File: src/hw/rtl/sws_pkg.sv
// Shared types and constants of the sliding-window spread block.
`timescale 1ns / 1ps
`default_nettype none
package sws_pkg;

  localparam int SAMPLE_W = 32;
  localparam int CFG_W    = 11;

  // register index of window_size
  localparam logic REG_WINDOW_SIZE = 1'b0;

  // classification of one word, made by the front end
  typedef struct packed {
    logic last;    // final sample of the sequence
    logic evict;   // window already full: oldest slot leaves
    logic active;  // window full after this sample: spread counts
  } item_ctl_t;

endpackage
`default_nettype wire

File: src/hw/rtl/sws_front.sv
// Front end: accepts words, tracks ring slot and fill, queues classified words.
`timescale 1ns / 1ps
`default_nettype none
module sws_front #(
  parameter int MAX_WINDOW = 1024
) (
  input  wire                              clk,
  input  wire                              rst_n,
  input  wire                              clear,
  input  wire [$clog2(MAX_WINDOW):0]       win,
  input  wire                              in_push,
  output logic                             in_full,
  input  wire [sws_pkg::SAMPLE_W-1:0]      in_sample,
  input  wire                              in_last,
  output logic                             item_valid,
  input  wire                              item_ready,
  output sws_pkg::item_ctl_t               item_ctl,
  output logic [sws_pkg::SAMPLE_W-1:0]     item_sample,
  output logic [$clog2(MAX_WINDOW)-1:0]    item_slot,
  output logic [$clog2(MAX_WINDOW)-1:0]    item_old
);
  import sws_pkg::*;

  localparam int AW = $clog2(MAX_WINDOW);

  function automatic logic [AW-1:0] wrap(input logic [AW+1:0] s);
    if (s >= (AW+2)'(MAX_WINDOW)) return AW'(s - (AW+2)'(MAX_WINDOW));
    else return AW'(s);
  endfunction

  logic [AW:0]   fill_r, fill_nxt, fill_inc;
  logic [AW-1:0] slot_r, slot_nxt;

  // two-entry queue towards the back end
  item_ctl_t              q_ctl_r    [2];
  logic [SAMPLE_W-1:0]    q_sample_r [2];
  logic [AW-1:0]          q_slot_r   [2];
  logic [AW-1:0]          q_old_r    [2];
  logic                   wp_r, rp_r;
  logic [1:0]             cnt_r;

  logic      push_ok, pop_ok;
  item_ctl_t ctl_new;
  logic [AW-1:0] old_new;

  assign in_full    = (cnt_r == 2'd2);
  assign push_ok    = in_push && !in_full;
  assign item_valid = (cnt_r != 2'd0);
  assign pop_ok     = item_valid && item_ready;

  assign item_ctl    = q_ctl_r[rp_r];
  assign item_sample = q_sample_r[rp_r];
  assign item_slot   = q_slot_r[rp_r];
  assign item_old    = q_old_r[rp_r];

  always_comb begin
    fill_inc       = (fill_r == (AW+1)'(MAX_WINDOW)) ? fill_r : fill_r + 1'b1;
    ctl_new.last   = in_last;
    ctl_new.evict  = (fill_r >= win);
    ctl_new.active = (fill_inc >= win);
    old_new  = wrap({2'b00, slot_r} + (AW+2)'(MAX_WINDOW) - {1'b0, win});
    fill_nxt = fill_r;
    slot_nxt = slot_r;
    if (clear) begin
      fill_nxt = '0;
    end else if (push_ok) begin
      fill_nxt = in_last ? '0 : fill_inc;
      slot_nxt = wrap({2'b00, slot_r} + 1'b1);
    end
  end

  always_ff @(posedge clk) begin
    if (!rst_n) begin
      fill_r <= '0;
      slot_r <= '0;
      wp_r   <= 1'b0;
      rp_r   <= 1'b0;
      cnt_r  <= 2'd0;
    end else begin
      fill_r <= fill_nxt;
      slot_r <= slot_nxt;
      if (push_ok) wp_r <= !wp_r;
      if (pop_ok)  rp_r <= !rp_r;
      cnt_r <= cnt_r + {1'b0, push_ok} - {1'b0, pop_ok};
    end
    if (push_ok) begin
      q_ctl_r[wp_r]    <= ctl_new;
      q_sample_r[wp_r] <= in_sample;
      q_slot_r[wp_r]   <= slot_r;
      q_old_r[wp_r]    <= old_new;
    end
  end

endmodule
`default_nettype wire

File: config.mk
export PLATFORM = sky130hd
export DESIGN_NAME = sws_front
export DESIGN_NICKNAME = d
export VERILOG_FILES = /design/src/hw/rtl/sws_pkg.sv /design/src/hw/rtl/sws_front.sv
export SDC_FILE = /design/constraint.sdc
export NUM_CORES = 1
export LEC_CHECK = 0
export ABC_AREA = 1
export BUFFER_PORTS_ARGS = -buffer_cell sky130_fd_sc_hd__buf_2
export CAP_MARGIN = 20
export CORE_ASPECT_RATIO = 1.5
export CORE_MARGIN = 3
export CORE_UTILIZATION = 50
export CTS_BUF_LIST = sky130_fd_sc_hd__clkbuf_2
export DETAILED_ROUTE_END_ITERATION = 6
export PLACE_DENSITY_LB_ADDON = 0.25
export SLEW_MARGIN = 5
export SYNTH_ARGS = -nofsm -noshare
export SYNTH_HDL_FRONTEND = slang
export SYNTH_SLANG_ARGS = --single-unit
File: constraint.sdc
create_clock -name clk -period 3.2 [get_ports clk]
set_input_delay 0.16 -clock clk [delete_from_list [all_inputs] [get_ports clk]]
set_output_delay 0.16 -clock clk [all_outputs]
set_load 0.005 [all_outputs]
# Word-level counts from Yosys, hierarchy flattened
# Memory sizes are Yosys's and may differ from the RTL's. A register that Yosys moved wholly into a read port is not among the register bits.
# Index checks and enable logic that the tools add are counted.
# op_classes
addsub,8
magnitude_cmp,4
n_eq_ne,2
muxes,14
bitwise,2
n_reduce_logical,8
# ops
cell,count
11-bit greater-or-equal comparator,2
11-bit 2-to-1 mux,2
10-bit 2-to-1 mux,2
"10-bit by 1-bit subtractor with 10-bit output, second input constant",2
"10-bit by 11-bit adder with 12-bit output, second input constant",1
"12-bit by 11-bit greater-or-equal comparator with 1-bit output, second input constant",1
12-bit by 11-bit subtractor with 12-bit output,1
"10-bit by 1-bit adder with 11-bit output, second input constant",1
"11-bit by 1-bit adder with 11-bit output, second input constant",1
"11-bit == test, second input constant",1
"11-bit greater-or-equal comparator, second input constant",1
1-bit 2-to-1 mux,10
1-bit zero test,3
2-bit by 1-bit adder with 2-bit output,1
"2-bit == test, second input constant",1
1-bit logical AND,2
1-bit inverter,2
2-bit AND reduction,1
2-bit nonzero test,1
2-bit OR reduction,1
2-bit by 1-bit subtractor with 2-bit output,1
# totals
register_bits,25
mem_bits_rw,110
input_bits,49
out_inout_bits,57
wordCells,47
memories,4
# memory_table
name,words,word_bits,rd,rd_ports_with_merged_regs,write_ports,line_no,rtl
q_sample_r,2,32,1,1,1,sws_front.sv:36,logic [SAMPLE_W-1:0] q_sample_r [2];
q_old_r,2,10,1,1,1,sws_front.sv:38,logic [AW-1:0] q_old_r [2];
q_slot_r,2,10,1,1,1,sws_front.sv:37,logic [AW-1:0] q_slot_r [2];
q_ctl_r,2,3,1,1,1,sws_front.sv:35,item_ctl_t q_ctl_r [2];

# Longest topological paths before layout
# Gate-level depths: netlist of the first run.
# logic_depth
ltp_word,5
mapped_depth,13
mapped_depth_nobuf,13

# Least setup slack after synthesis of the first run
# Ideal clock, no wire load.
# synth_path
path_type,flip-flop to flip-flop
startpoint,reg cnt_r[0]
endpoint,"mem q_ctl_r[0][0] (netlist bit), enable pin"
setup_ps,468
t_arrival_ps,2966
setup_slack_ps,-234
stages_incl_launch_ff,4
path_cell_list,dfxtp_1 > o21ai_2 > buf_2 > nor2_1
# synth_via
elab_chain_cells,5
# synth_rtl
item,line_no,rtl
from (decl),sws_front.sv:40,logic [1:0] cnt_r;
from (signal assigned),sws_front.sv:84,"cnt_r <= cnt_r + {1'b0, push_ok} - {1'b0, pop_ok};"
2-bit == test,sws_front.sv:46,assign in_full = (cnt_r == 2'd2);
1-bit zero test,sws_front.sv:47,assign push_ok = in_push && !in_full;
1-bit logical AND,sws_front.sv:47,
1-bit 2-to-1 mux,sws_front.sv:86,if (push_ok) begin
1-bit 2-to-1 mux (implied by the code),sws_front.sv:87,q_ctl_r[wp_r] <= ctl_new;
to (decl),sws_front.sv:35,
# No other way between the ends.

==> results of run 1 <==
## critical path, cell delays in order (launching register included)
cell and delay [ns]:
dfxtp_2 0.69, buf_4 0.41, mux2_2 0.40, buf_2 0.13
## path summary, 6_finish.rpt
| kind | from | end | slack (ns) | depth (start not counted) |
|---|---|---|---|---|
| max | flop | item_sample[28] | 0.75 | 3 |
| min | clear | fill_r[5] | 0.08 | 4 |
| max reg2reg | slot_r[0] | q_old_r[1][8] | 0.85 | 7 |
| min reg2reg | rp_r | flop | 0.47 | 1 |
## cell usage in the layout (no fill, tap or decap), types with 3 or more instances in the layout
master / Yosys / routed
inv_1: 53 / 53
mux2_2: 55 / 55
and2_1: 4 / 4
dfxtp_1: 26 / 25
nand4_1: 9 / 9
o21bai_1: 3 / 3
clkbuf_2: 0 / 17
nand2_1: 98 / 98
dlygate4sd3_1: 0 / 39
xor2_1: 10 / 10
ha_1: 36 / 36
buf_4: 1 / 5
xnor2_1: 3 / 3
inv_6: 0 / 5
buf_2: 8 / 105
nand3_1: 29 / 29
a21boi_0: 3 / 3
nor2_1: 31 / 29
nor3_1: 3 / 3
a21oi_1: 38 / 38
edfxtp_1: 110 / 110
clkinv_4: 0 / 5
o21ai_0: 12 / 12
inv_8: 0 / 3
## routing by layer
metal	part of all wire	GRT usage
met1	0.40	0.223
met2	0.53	0.357
met3	0.050	0.0380
met4	0.025	0.0930
met5	0	0
## logic make-up (layout without fill, tap and decap cells)
kind of cell / Yosys count / after routing / share of synthesized area
compound gates: 61 / 61 / 0.0525
mux: 55 / 55 / 0.0958
fa+ha+maj: 37 / 37 / 0.0728
buf+inv: 66 / 236 / 0.0405
flops: 136 / 136 / 0.592
simple gates: 184 / 184 / 0.127
xor+xnor: 14 / 14 / 0.0201
other cells: 0 / 1 / 0
## sequential cells by signal (all words and copies together) (netlist names), named ones only
signal	flops
q_slot_r	20
cnt_r	2
wp_r	1
q_ctl_r	6
slot_r	10
rp_r	1
q_old_r	20
fill_r	11
q_sample_r	64
## report_power, final
group	total [W]	switching, W	internal (W)
sequential	0.00229	0.0000959	0.00219
combinational	0.00105	0.000542	0.000507
clock	0.000928	0.000692	0.000236
## layout make-up
type                    count  area [µm²]
repair buffers            149         953
diodes                      1        2.50
clock inverters            15         134
well taps                 156         195
multi-input cells         351        2390
fillers                  1041        4780
flip-flops and latches    136        3820
clock buffers              17        85.1
inverters                  55         206
## stage by stage
stage                     hold WS (ns)   util  total power (W)  setup slack (ns)  cells
after floorplan                  0.259      -          0.00292             0.684    553
after global placement           0.348  0.571          0.00332              1.02    808
after detailed placement         0.351  0.571          0.00335             0.945    808
after CTS                      0.00126  0.620          0.00432             0.661    879
after global routing            0.0451  0.620          0.00450             0.561    880
final                           0.0804  0.620          0.00427             0.751    880
==> flow_summary_export.csv, run 1 <==
group,metric,value,unit
sta,worst_pin_slew,0.984,ns
floorplanning,die_h,145,µm
sta,finalMaxSlewViolations,0,
global_route,grt_antenna_before_repair,1,
status,status,"complete, no violations",
critical_path,cp-end-kind,"output port",
place,gp_congestion,0.902,
critical_path,cp.required,3.04,ns
place,place_hpwl,9840,µm
sta,fin_skew,0.0302,ns
global_route,grt_pass1_wl,22500,µm
clock_tree,clkLatencyLatePin,0.65,ns
synthesis,synthArstFlopShare,0,
sta,final.setup.tns,0,ns
floorplanning,io_pins,106,
final_layout,drive_above_1_share,0.296,
clock_tree,cts_inserted_buffers,17,
route,drt.antenna.violating_nets,0,
route,detail_route.wl_per_cell,16.0,µm
sta,clock.fmax,408,MHz
clock_tree,htreeDepth,4,
min_path,hold_path.class,"in2reg",
critical_path,worstSetupPathType,"reg2out",
synthesis,syn_inst,553,
sta,hold_viol_final,0,
sta,min_period,2.45,ns
sta,min_period_over_period,0.765,
floorplanning,rows,50,
critical_path,crit_arrival,2.29,ns
synthesis,netlist-cell-type-count,34,
floorplanning,start_util,0.514,
power,power_density,547,nW/µm²
sta,slew_headroom,0.342,
synthesis,synthTopCellsByArea,"edfxtp_1 (51%), mux2_2 (9.6%), dfxtp_1 (8.1%)",
synthesis,syn_nets,639,
global_route,grt_start_max_net_pins,57,
clock_tree,cts_buffer_depth,2,
power,worst_ir_drop_vdd,0.230,mV
floorplanning,coreArea,12600,µm²
clock_tree,path_clk_slew,0.22,ns
clock_tree,cts_tree,"yes",
place,io_buffers,105,
clock_tree,hold_buffers,39,
route,vias,4590,
route,wl,14000,µm
synthesis,synth_area,6460,µm²
power,p_leak,3.27,nW
synthesis,yosysMostFrequentCell,"edfxtp_1",
clock_tree,root_buffer,"clkbuf_2",
sta,setup_viol,0,
clock_tree,postCtsSetupBuffers,0,
route,viasPerCell,5.22,
clock_tree,cts.sinks,136,
flow_run,max_cap_violations,0,
floorplanning,die_w,98.8,µm
synthesis,synth-seq-cells,136,
synthesis,yosys.area.top_type,"edfxtp_1",
critical_path,cp_max_fo,24,
synthesis,synth_top_area_frac,0.511,
final_layout,final_net_count,796,
global_route,grt_usage,0.199,
global_route,grt_pass1_vias,4704,
place,place_area,7180,µm²
synthesis,synth_warnings,0,
critical_path,start_kind,"flop",
route,drt-initial-drc-count,231,
synthesis,ys_seq_area_frac,0.592,
synthesis,synth_edf_count,110,
synthesis,yosys-top-cells-count,"edfxtp_1 (110), nand2_1 (98), mux2_2 (55)",
global_route,grt_overflow,0,
final_layout,areaGrowthSynthToFinish,20.6,%
sta,rsz0062_at_grt,"false",
synthesis,avgSynthCellArea,11.7,µm²
route,dr.pass1.iters,5,
clock_tree,cts-resized-gates,0,
route,drc,0,
final_layout,final_area,7790,µm²
synthesis,ys.flop_type,"edfxtp_1",
floorplanning,dieArea,14400,µm²
Power figures use the tool's default switching activity.
==> run 2, diff against run 1 <==
clock period = 2.25 ns   (was 3.2 ns; I/O delays follow)
==> run 2 against run 1 <==
Effect of this change: power grew 46%; largest cell class unchanged; die area unchanged; highest routed layer unchanged; largest power group unchanged; worst hold slack improved by 0.062 ns.
==> flow_summary_export.csv, run 2 (synthesized netlist as in run 1, its figures left out) <==
group,metric,value,unit
status,status,"complete, no violations",
power,power.total,0.00623,W
place,place_hpwl,10400,µm
power,power_density,783,nW/µm²
floorplanning,rows,50,
power,p_sw,0.00189,W
global_route,grt_overflow,0,
clock_tree,cts_buffer_depth,2,
place,gp_congestion,0.911,
final_layout,fillers,1033,
global_route,grt_start_max_net_pins,46,
sta,setup_viol,0,
min_path,hold_path.class,"in2reg",
sta,finalMaxSlewViolations,0,
min_path,min_path_cells,6,
clock_tree,cts_inserted_buffers,17,
clock_tree,path_clk_slew,0.23,ns
sta,worst_pin_slew,0.466,ns
route,drt.antenna.violating_nets,0,
critical_path,cp.required,2.68,ns
power,combPwrFrac,0.249,
critical_path,reg2reg_depth,12,
power,switching_share,0.304,
sta,hold_ws,0.143,ns
sta,clock.fmax,465,MHz
floorplanning,dieArea,14400,µm²
sta,min_period_over_period,0.955,
final_layout,areaGrowthSynthToFinish,23.1,%
power,p_clk_frac,0.230,
floorplanning,coreArea,12600,µm²
power,p_leak,3.35,nW
critical_path,cp_max_fo,5,
min_path,hold_end,"q_ctl_r[1][0]",
route,vias,4671,
clock_tree,postCtsSetupBuffers,0,
floorplanning,io_pins,106,
final_layout,drive_above_1_share,0.313,
power,seqPwrFrac,0.521,
final_layout,largestRegisters,"q_sample_r (64), q_old_r (20), q_slot_r (20)",
final_layout,regMostFlops,"q_sample_r",
critical_path,reg2reg_slack,0.10,ns
place,dp_slack,0.0838,ns
power,worst_ir_drop_vdd,0.455,mV
clock_tree,root_buffer,"clkbuf_2",
sta,hold_viol_final,0,
final_layout,final_common_cell,"edfxtp_1",
route,wl,14400,µm
sta,fin_skew,0.0274,ns
floorplanning,die_h,145,µm
critical_path,start_kind,"flop",
route,drt-initial-drc-count,243,
critical_path,reg2reg_from,"fill_r[1]",
final_layout,mostFrequentLayoutCells,"edfxtp_1 (110), buf_2 (105), nand2_1 (98), mux2_2 (55), inv_1 (52)",
floorplanning,start_util,0.514,
route,drc,0,
critical_path,r2r_end,"q_ctl_r[0][0]",
clock_tree,cts.sinks,136,
flow_run,max_cap_violations,0,
global_route,grt_pass1_wl,22700,µm
place,io_buffers,105,
power,internal_power,0.00434,W
critical_path,cp-end-kind,"flop",
min_path,min_from,"win[10]",
final_layout,largest_reg_flops,64,
global_route,grt_pass1_vias,4581,
global_route,grt_usage,0.201,
sta,fin_ws,0.102,ns
critical_path,crit_arrival,2.57,ns
floorplanning,die_w,98.8,µm
clock_tree,clkLatencyLatePin,0.66,ns
route,viasPerCell,5.24,
clock_tree,cts_tree,"yes",
route,detail_route.wl_per_cell,16.1,µm
sta,final.setup.tns,0,ns
sta,slew_headroom,0.688,
clock_tree,htreeDepth,4,
sta,min_period,2.15,ns
critical_path,crit_start,"fill_r[1]",
final_layout,final_net_count,807,
global_route,grt_antenna_before_repair,1,
critical_path,worstSetupPathType,"reg2reg",
route,dr.pass1.iters,5,
[run 2: cell types whose count changed in the layout (fill, tap and decap cells not counted), moves of 2 or more]
cell,before,now
buf_12,0,3
dfxtp_1,25,23
nor2_1,29,27
buf_4,5,12
nor2_2,2,4
[run 2: how the worst max path moves through the flow]
stage | cells after the start | slack (ns) | endpoint
after floorplan | 10 | 0.19 | q_ctl_r[0][0]
after global placement | 10 | 0.14 | q_ctl_r[0][0]
after detailed placement | 12 | 0.08 | q_ctl_r[0][0]
after CTS | 12 | 0.05 | q_ctl_r[0][0]
after global routing | 12 | -0.007 | q_ctl_r[0][0]
final | 12 | 0.10 | q_ctl_r[0][0]
[run 2: routing by layer]
| layer | global-route usage | share of wire | routed length, µm | vias up |
|---|---|---|---|---|
| met2 | 0.369 | 0.55 | 7890 | 151 |
| met3 | 0.0467 | 0.050 | 714 | 22 |
| met1 | 0.223 | 0.38 | 5490 | 2218 |
| met4 | 0.0697 | 0.018 | 253 | 0 |
| met5 | 0 | 0 | 0 | - |
| li1 | - | - | - | 2280 |
[run 2: power by group through the flow]
stage | Sequential (W) | Clock (W) | Combinational (W)
6_report | 0.00324 | 0.00143 | 0.00155
5_1_grt | 0.00327 | 0.00158 | 0.00172
4_1_cts | 0.00325 | 0.00149 | 0.00158
3_5_place_dp | 0.00330 | 0 | 0.00152
3_3_place_gp | 0.00328 | 0 | 0.00149
2_1_floorplan | 0.00325 | 0 | 0.000906
[run 2: cell type report]
type | count | area (µm²) | area share
sequential | 136 | 3830 | 0.482
multi-input combinational | 351 | 2400 | 0.302
timing repair buffer | 160 | 1080 | 0.135
inverter | 55 | 206 | 0.0260
tap | 156 | 195 | 0.0245
clock inverter | 15 | 158 | 0.0198
clock buffer | 17 | 85.1 | 0.0107
antenna | 1 | 2.50 | 0.000315
[run 2: repair_timing]
action | CTS | global route
setup endpoints to repair | 45 | 6
hold buffers | 40 | 0
hold endpoints to repair | 100 | 0
gates resized for setup | 1 | 8
pin swaps | 0 | 1
[run 2: stage by stage]
step / instances / utilization / cell area, µm²
2_1_floorplan: 553 / - / 6480
3_3_place_gp: 818 / 0.580 / 7290
3_5_place_dp: 818 / 0.580 / 7290
4_1_cts: 890 / 0.631 / 7940
5_1_grt: 891 / 0.632 / 7950
6_report: 891 / 0.632 / 7950
[run 2: worst max-delay path: stages (launching register included)]
cell and delay (ns):
dfxtp_2 0.38, buf_4 0.15, inv_1 0.09, ha_1 0.17, nand2_1 0.08, nor2_2 0.13, nand3_1 0.10, and2_1 0.18
ha_1 0.29, nand2_1 0.07, o21ai_0 0.07, nand3_1 0.07, nand4_1 0.13
==> run 3, diff against run 2 <==
clock period = 2.1 ns   (was 2.25 ns; I/O delays follow)
==> run 3 against run 2 <==
Effect of this change: register-to-register slack improved by 0.04 ns; utilization increased by 2.4 points; power rose by 11%; combinational power is 13% higher; design area grew 3.7%; largest power group unchanged; cell count increased by 1.2%; first-iteration DRC count down 6.6%; worst hold slack lost 0.018 ns; critical path depth decreased by 9; highest routed layer unchanged; count of clock-buffer cells in the layout stayed put.
==> flow_summary_export.csv, run 3 (synthesized netlist as in run 1, its figures left out) <==
group,metric,value,unit
clock_tree,htreeDepth,4,
clock_tree,cts_inserted_buffers,17,
floorplanning,io_pins,106,
final_layout,areaGrowthSynthToFinish,27.7,%
route,drt.antenna.violating_nets,0,
critical_path,critPathSlowestCell,"dfxtp_2",
power,power_density,834,nW/µm²
place,io_buffers,105,
place,gp_congestion,0.902,
sta,fin_skew,0.0209,ns
critical_path,reg2reg_from,"fill_r[0]",
critical_path,crit_chain,"buf_12, mux2_2, buf_2",
route,drt-initial-drc-count,227,
critical_path,cp.required,2.00,ns
power,switching_share,0.303,
clock_tree,cts.sinks,136,
sta,slew_headroom,0.711,
final_layout,mostFrequentLayoutCells,"edfxtp_1 (110), buf_2 (105), nand2_1 (94), mux2_2 (55), inv_1 (48)",
critical_path,cp-end-kind,"output port",
final_layout,largest_reg_flops,64,
min_path,hold_path.class,"in2reg",
final_layout,fillers,989,
critical_path,worstSetupPathType,"reg2out",
sta,finalMaxSlewViolations,0,
sta,hold_viol_final,0,
sta,hold_ws,0.124,ns
power,worst_ir_drop_vdd,0.475,mV
final_layout,utilization,0.656,
floorplanning,rows,50,
power,combPwrFrac,0.254,
min_path,min_path_cells,2,
critical_path,start_kind,"flop",
status,status,"complete, no violations",
critical_path,slowest_delay,0.45,ns
power,p_leak,3.43,nW
sta,min_period,1.98,ns
power,internal_power,0.00479,W
route,dr.pass1.iters,4,
global_route,grt_overflow,0,
critical_path,crit_buf_inv,2,
route,viasPerCell,5.17,
floorplanning,die_h,145,µm
critical_path,reg2reg_depth,8,
global_route,grt_pass1_vias,4690,
clock_tree,path_clk_slew,0.24,ns
final_layout,final_net_count,818,
floorplanning,dieArea,14400,µm²
clock_tree,cts_tree,"yes",
sta,worst_pin_slew,0.433,ns
flow_run,max_cap_violations,0,
power,p_clk_frac,0.245,
critical_path,cp_max_fo,28,
final_layout,final_common_cell,"edfxtp_1",
floorplanning,start_util,0.514,
floorplanning,die_w,98.8,µm
floorplanning,coreArea,12600,µm²
global_route,grt_start_max_net_pins,56,
global_route,grt_pass1_wl,22800,µm
critical_path,path_depth,3,
clock_tree,cts_buffer_depth,2,
global_route,grt_usage,0.202,
final_layout,drive_above_1_share,0.362,
place,place_hpwl,9930,µm
global_route,grt_antenna_before_repair,1,
critical_path,critPathTopFamily,"flip-flops",
final_layout,largestRegisters,"q_sample_r (64), q_old_r (20), q_slot_r (20)",
final_layout,regMostFlops,"q_sample_r",
critical_path,crit_arrival,1.87,ns
sta,clock.fmax,505,MHz
route,drc,0,
min_path,min_from,"in_sample[28]",
clock_tree,root_buffer,"clkbuf_2",
sta,min_period_over_period,0.942,
clock_tree,clkLatencyLatePin,0.67,ns
route,vias,4663,
route,detail_route.wl_per_cell,16.3,µm
route,wl,14700,µm
power,p_sw,0.00209,W
sta,setup_viol,0,
power,seqPwrFrac,0.501,
[run 3: worst reg2reg max path: stages (launching register included)]
cell,delay (ns)
dfxtp_4,0.43
ha_4,0.16
xor2_1,0.19
a21boi_1,0.24
ha_1,0.29
a21oi_1,0.14
o21ai_0,0.11
nand3_1,0.08
nand4_1,0.10
[run 3: final cells by class]
type / count / area, µm² / share of cell area
Inverter: 55 / 209 / 0.0253
Sequential cell: 136 / 3840 / 0.466
Timing Repair Buffer: 171 / 1190 / 0.144
Clock buffer: 17 / 85.1 / 0.0103
Tap cell: 156 / 195 / 0.0237
Multi-Input combinational cell: 351 / 2540 / 0.308
Clock inverter: 15 / 185 / 0.0224
Antenna cell: 1 / 2.50 / 0.000303
[run 3: worst paths after layout]
check / endpoint / slack [ns]
setup / recovery: item_ctl[0] / 0.12
hold / removal: q_sample_r[1][28] / 0.12
setup reg to reg: q_ctl_r[1][0] / 0.14
hold reg to reg: flop / 0.46
[run 3: repair_timing]
item,4_1_cts,5_1_grt
pin swaps,0,17
setup endpoints to repair,2,3
gates resized for setup,2,48
hold endpoints to repair,105,0
hold buffers,41,0
buffers inserted,0,1
gates cloned,0,1
[run 3: stage by stage]
stage | setup WS [ns] | instances | power, W | TNS (ns) | cell area (µm²)
after floorplan | 0.0388 | 553 | 0.00445 | 0 | 6480
after global placement | 0.0286 | 826 | 0.00510 | 0 | 7350
after detailed placement | 0.000493 | 826 | 0.00515 | 0 | 7350
after CTS | 0.0224 | 899 | 0.00688 | 0 | 8040
after global routing | -0.0408 | 902 | 0.00725 | -0.0817 | 8250
final | 0.121 | 902 | 0.00688 | 0 | 8250
[run 3: routing by layer]
| metal | track usage | up-vias | share of wire |
|---|---|---|---|
| met2 | 0.368 | 139 | 0.54 |
| met3 | 0.0418 | 26 | 0.046 |
| met4 | 0.0841 | 0 | 0.026 |
| met5 | 0 | - | 0 |
| met1 | 0.224 | 2194 | 0.39 |
| li1 | - | 2304 | - |
[run 3: power by group through the flow]
stage	registers [W]	clock network (W)	logic (W)
after global routing	0.00348	0.00185	0.00192
after global placement	0.00348	0	0.00162
after floorplan	0.00348	0	0.000970
final	0.00345	0.00169	0.00175
after detailed placement	0.00350	0	0.00165
after CTS	0.00344	0.00173	0.00171
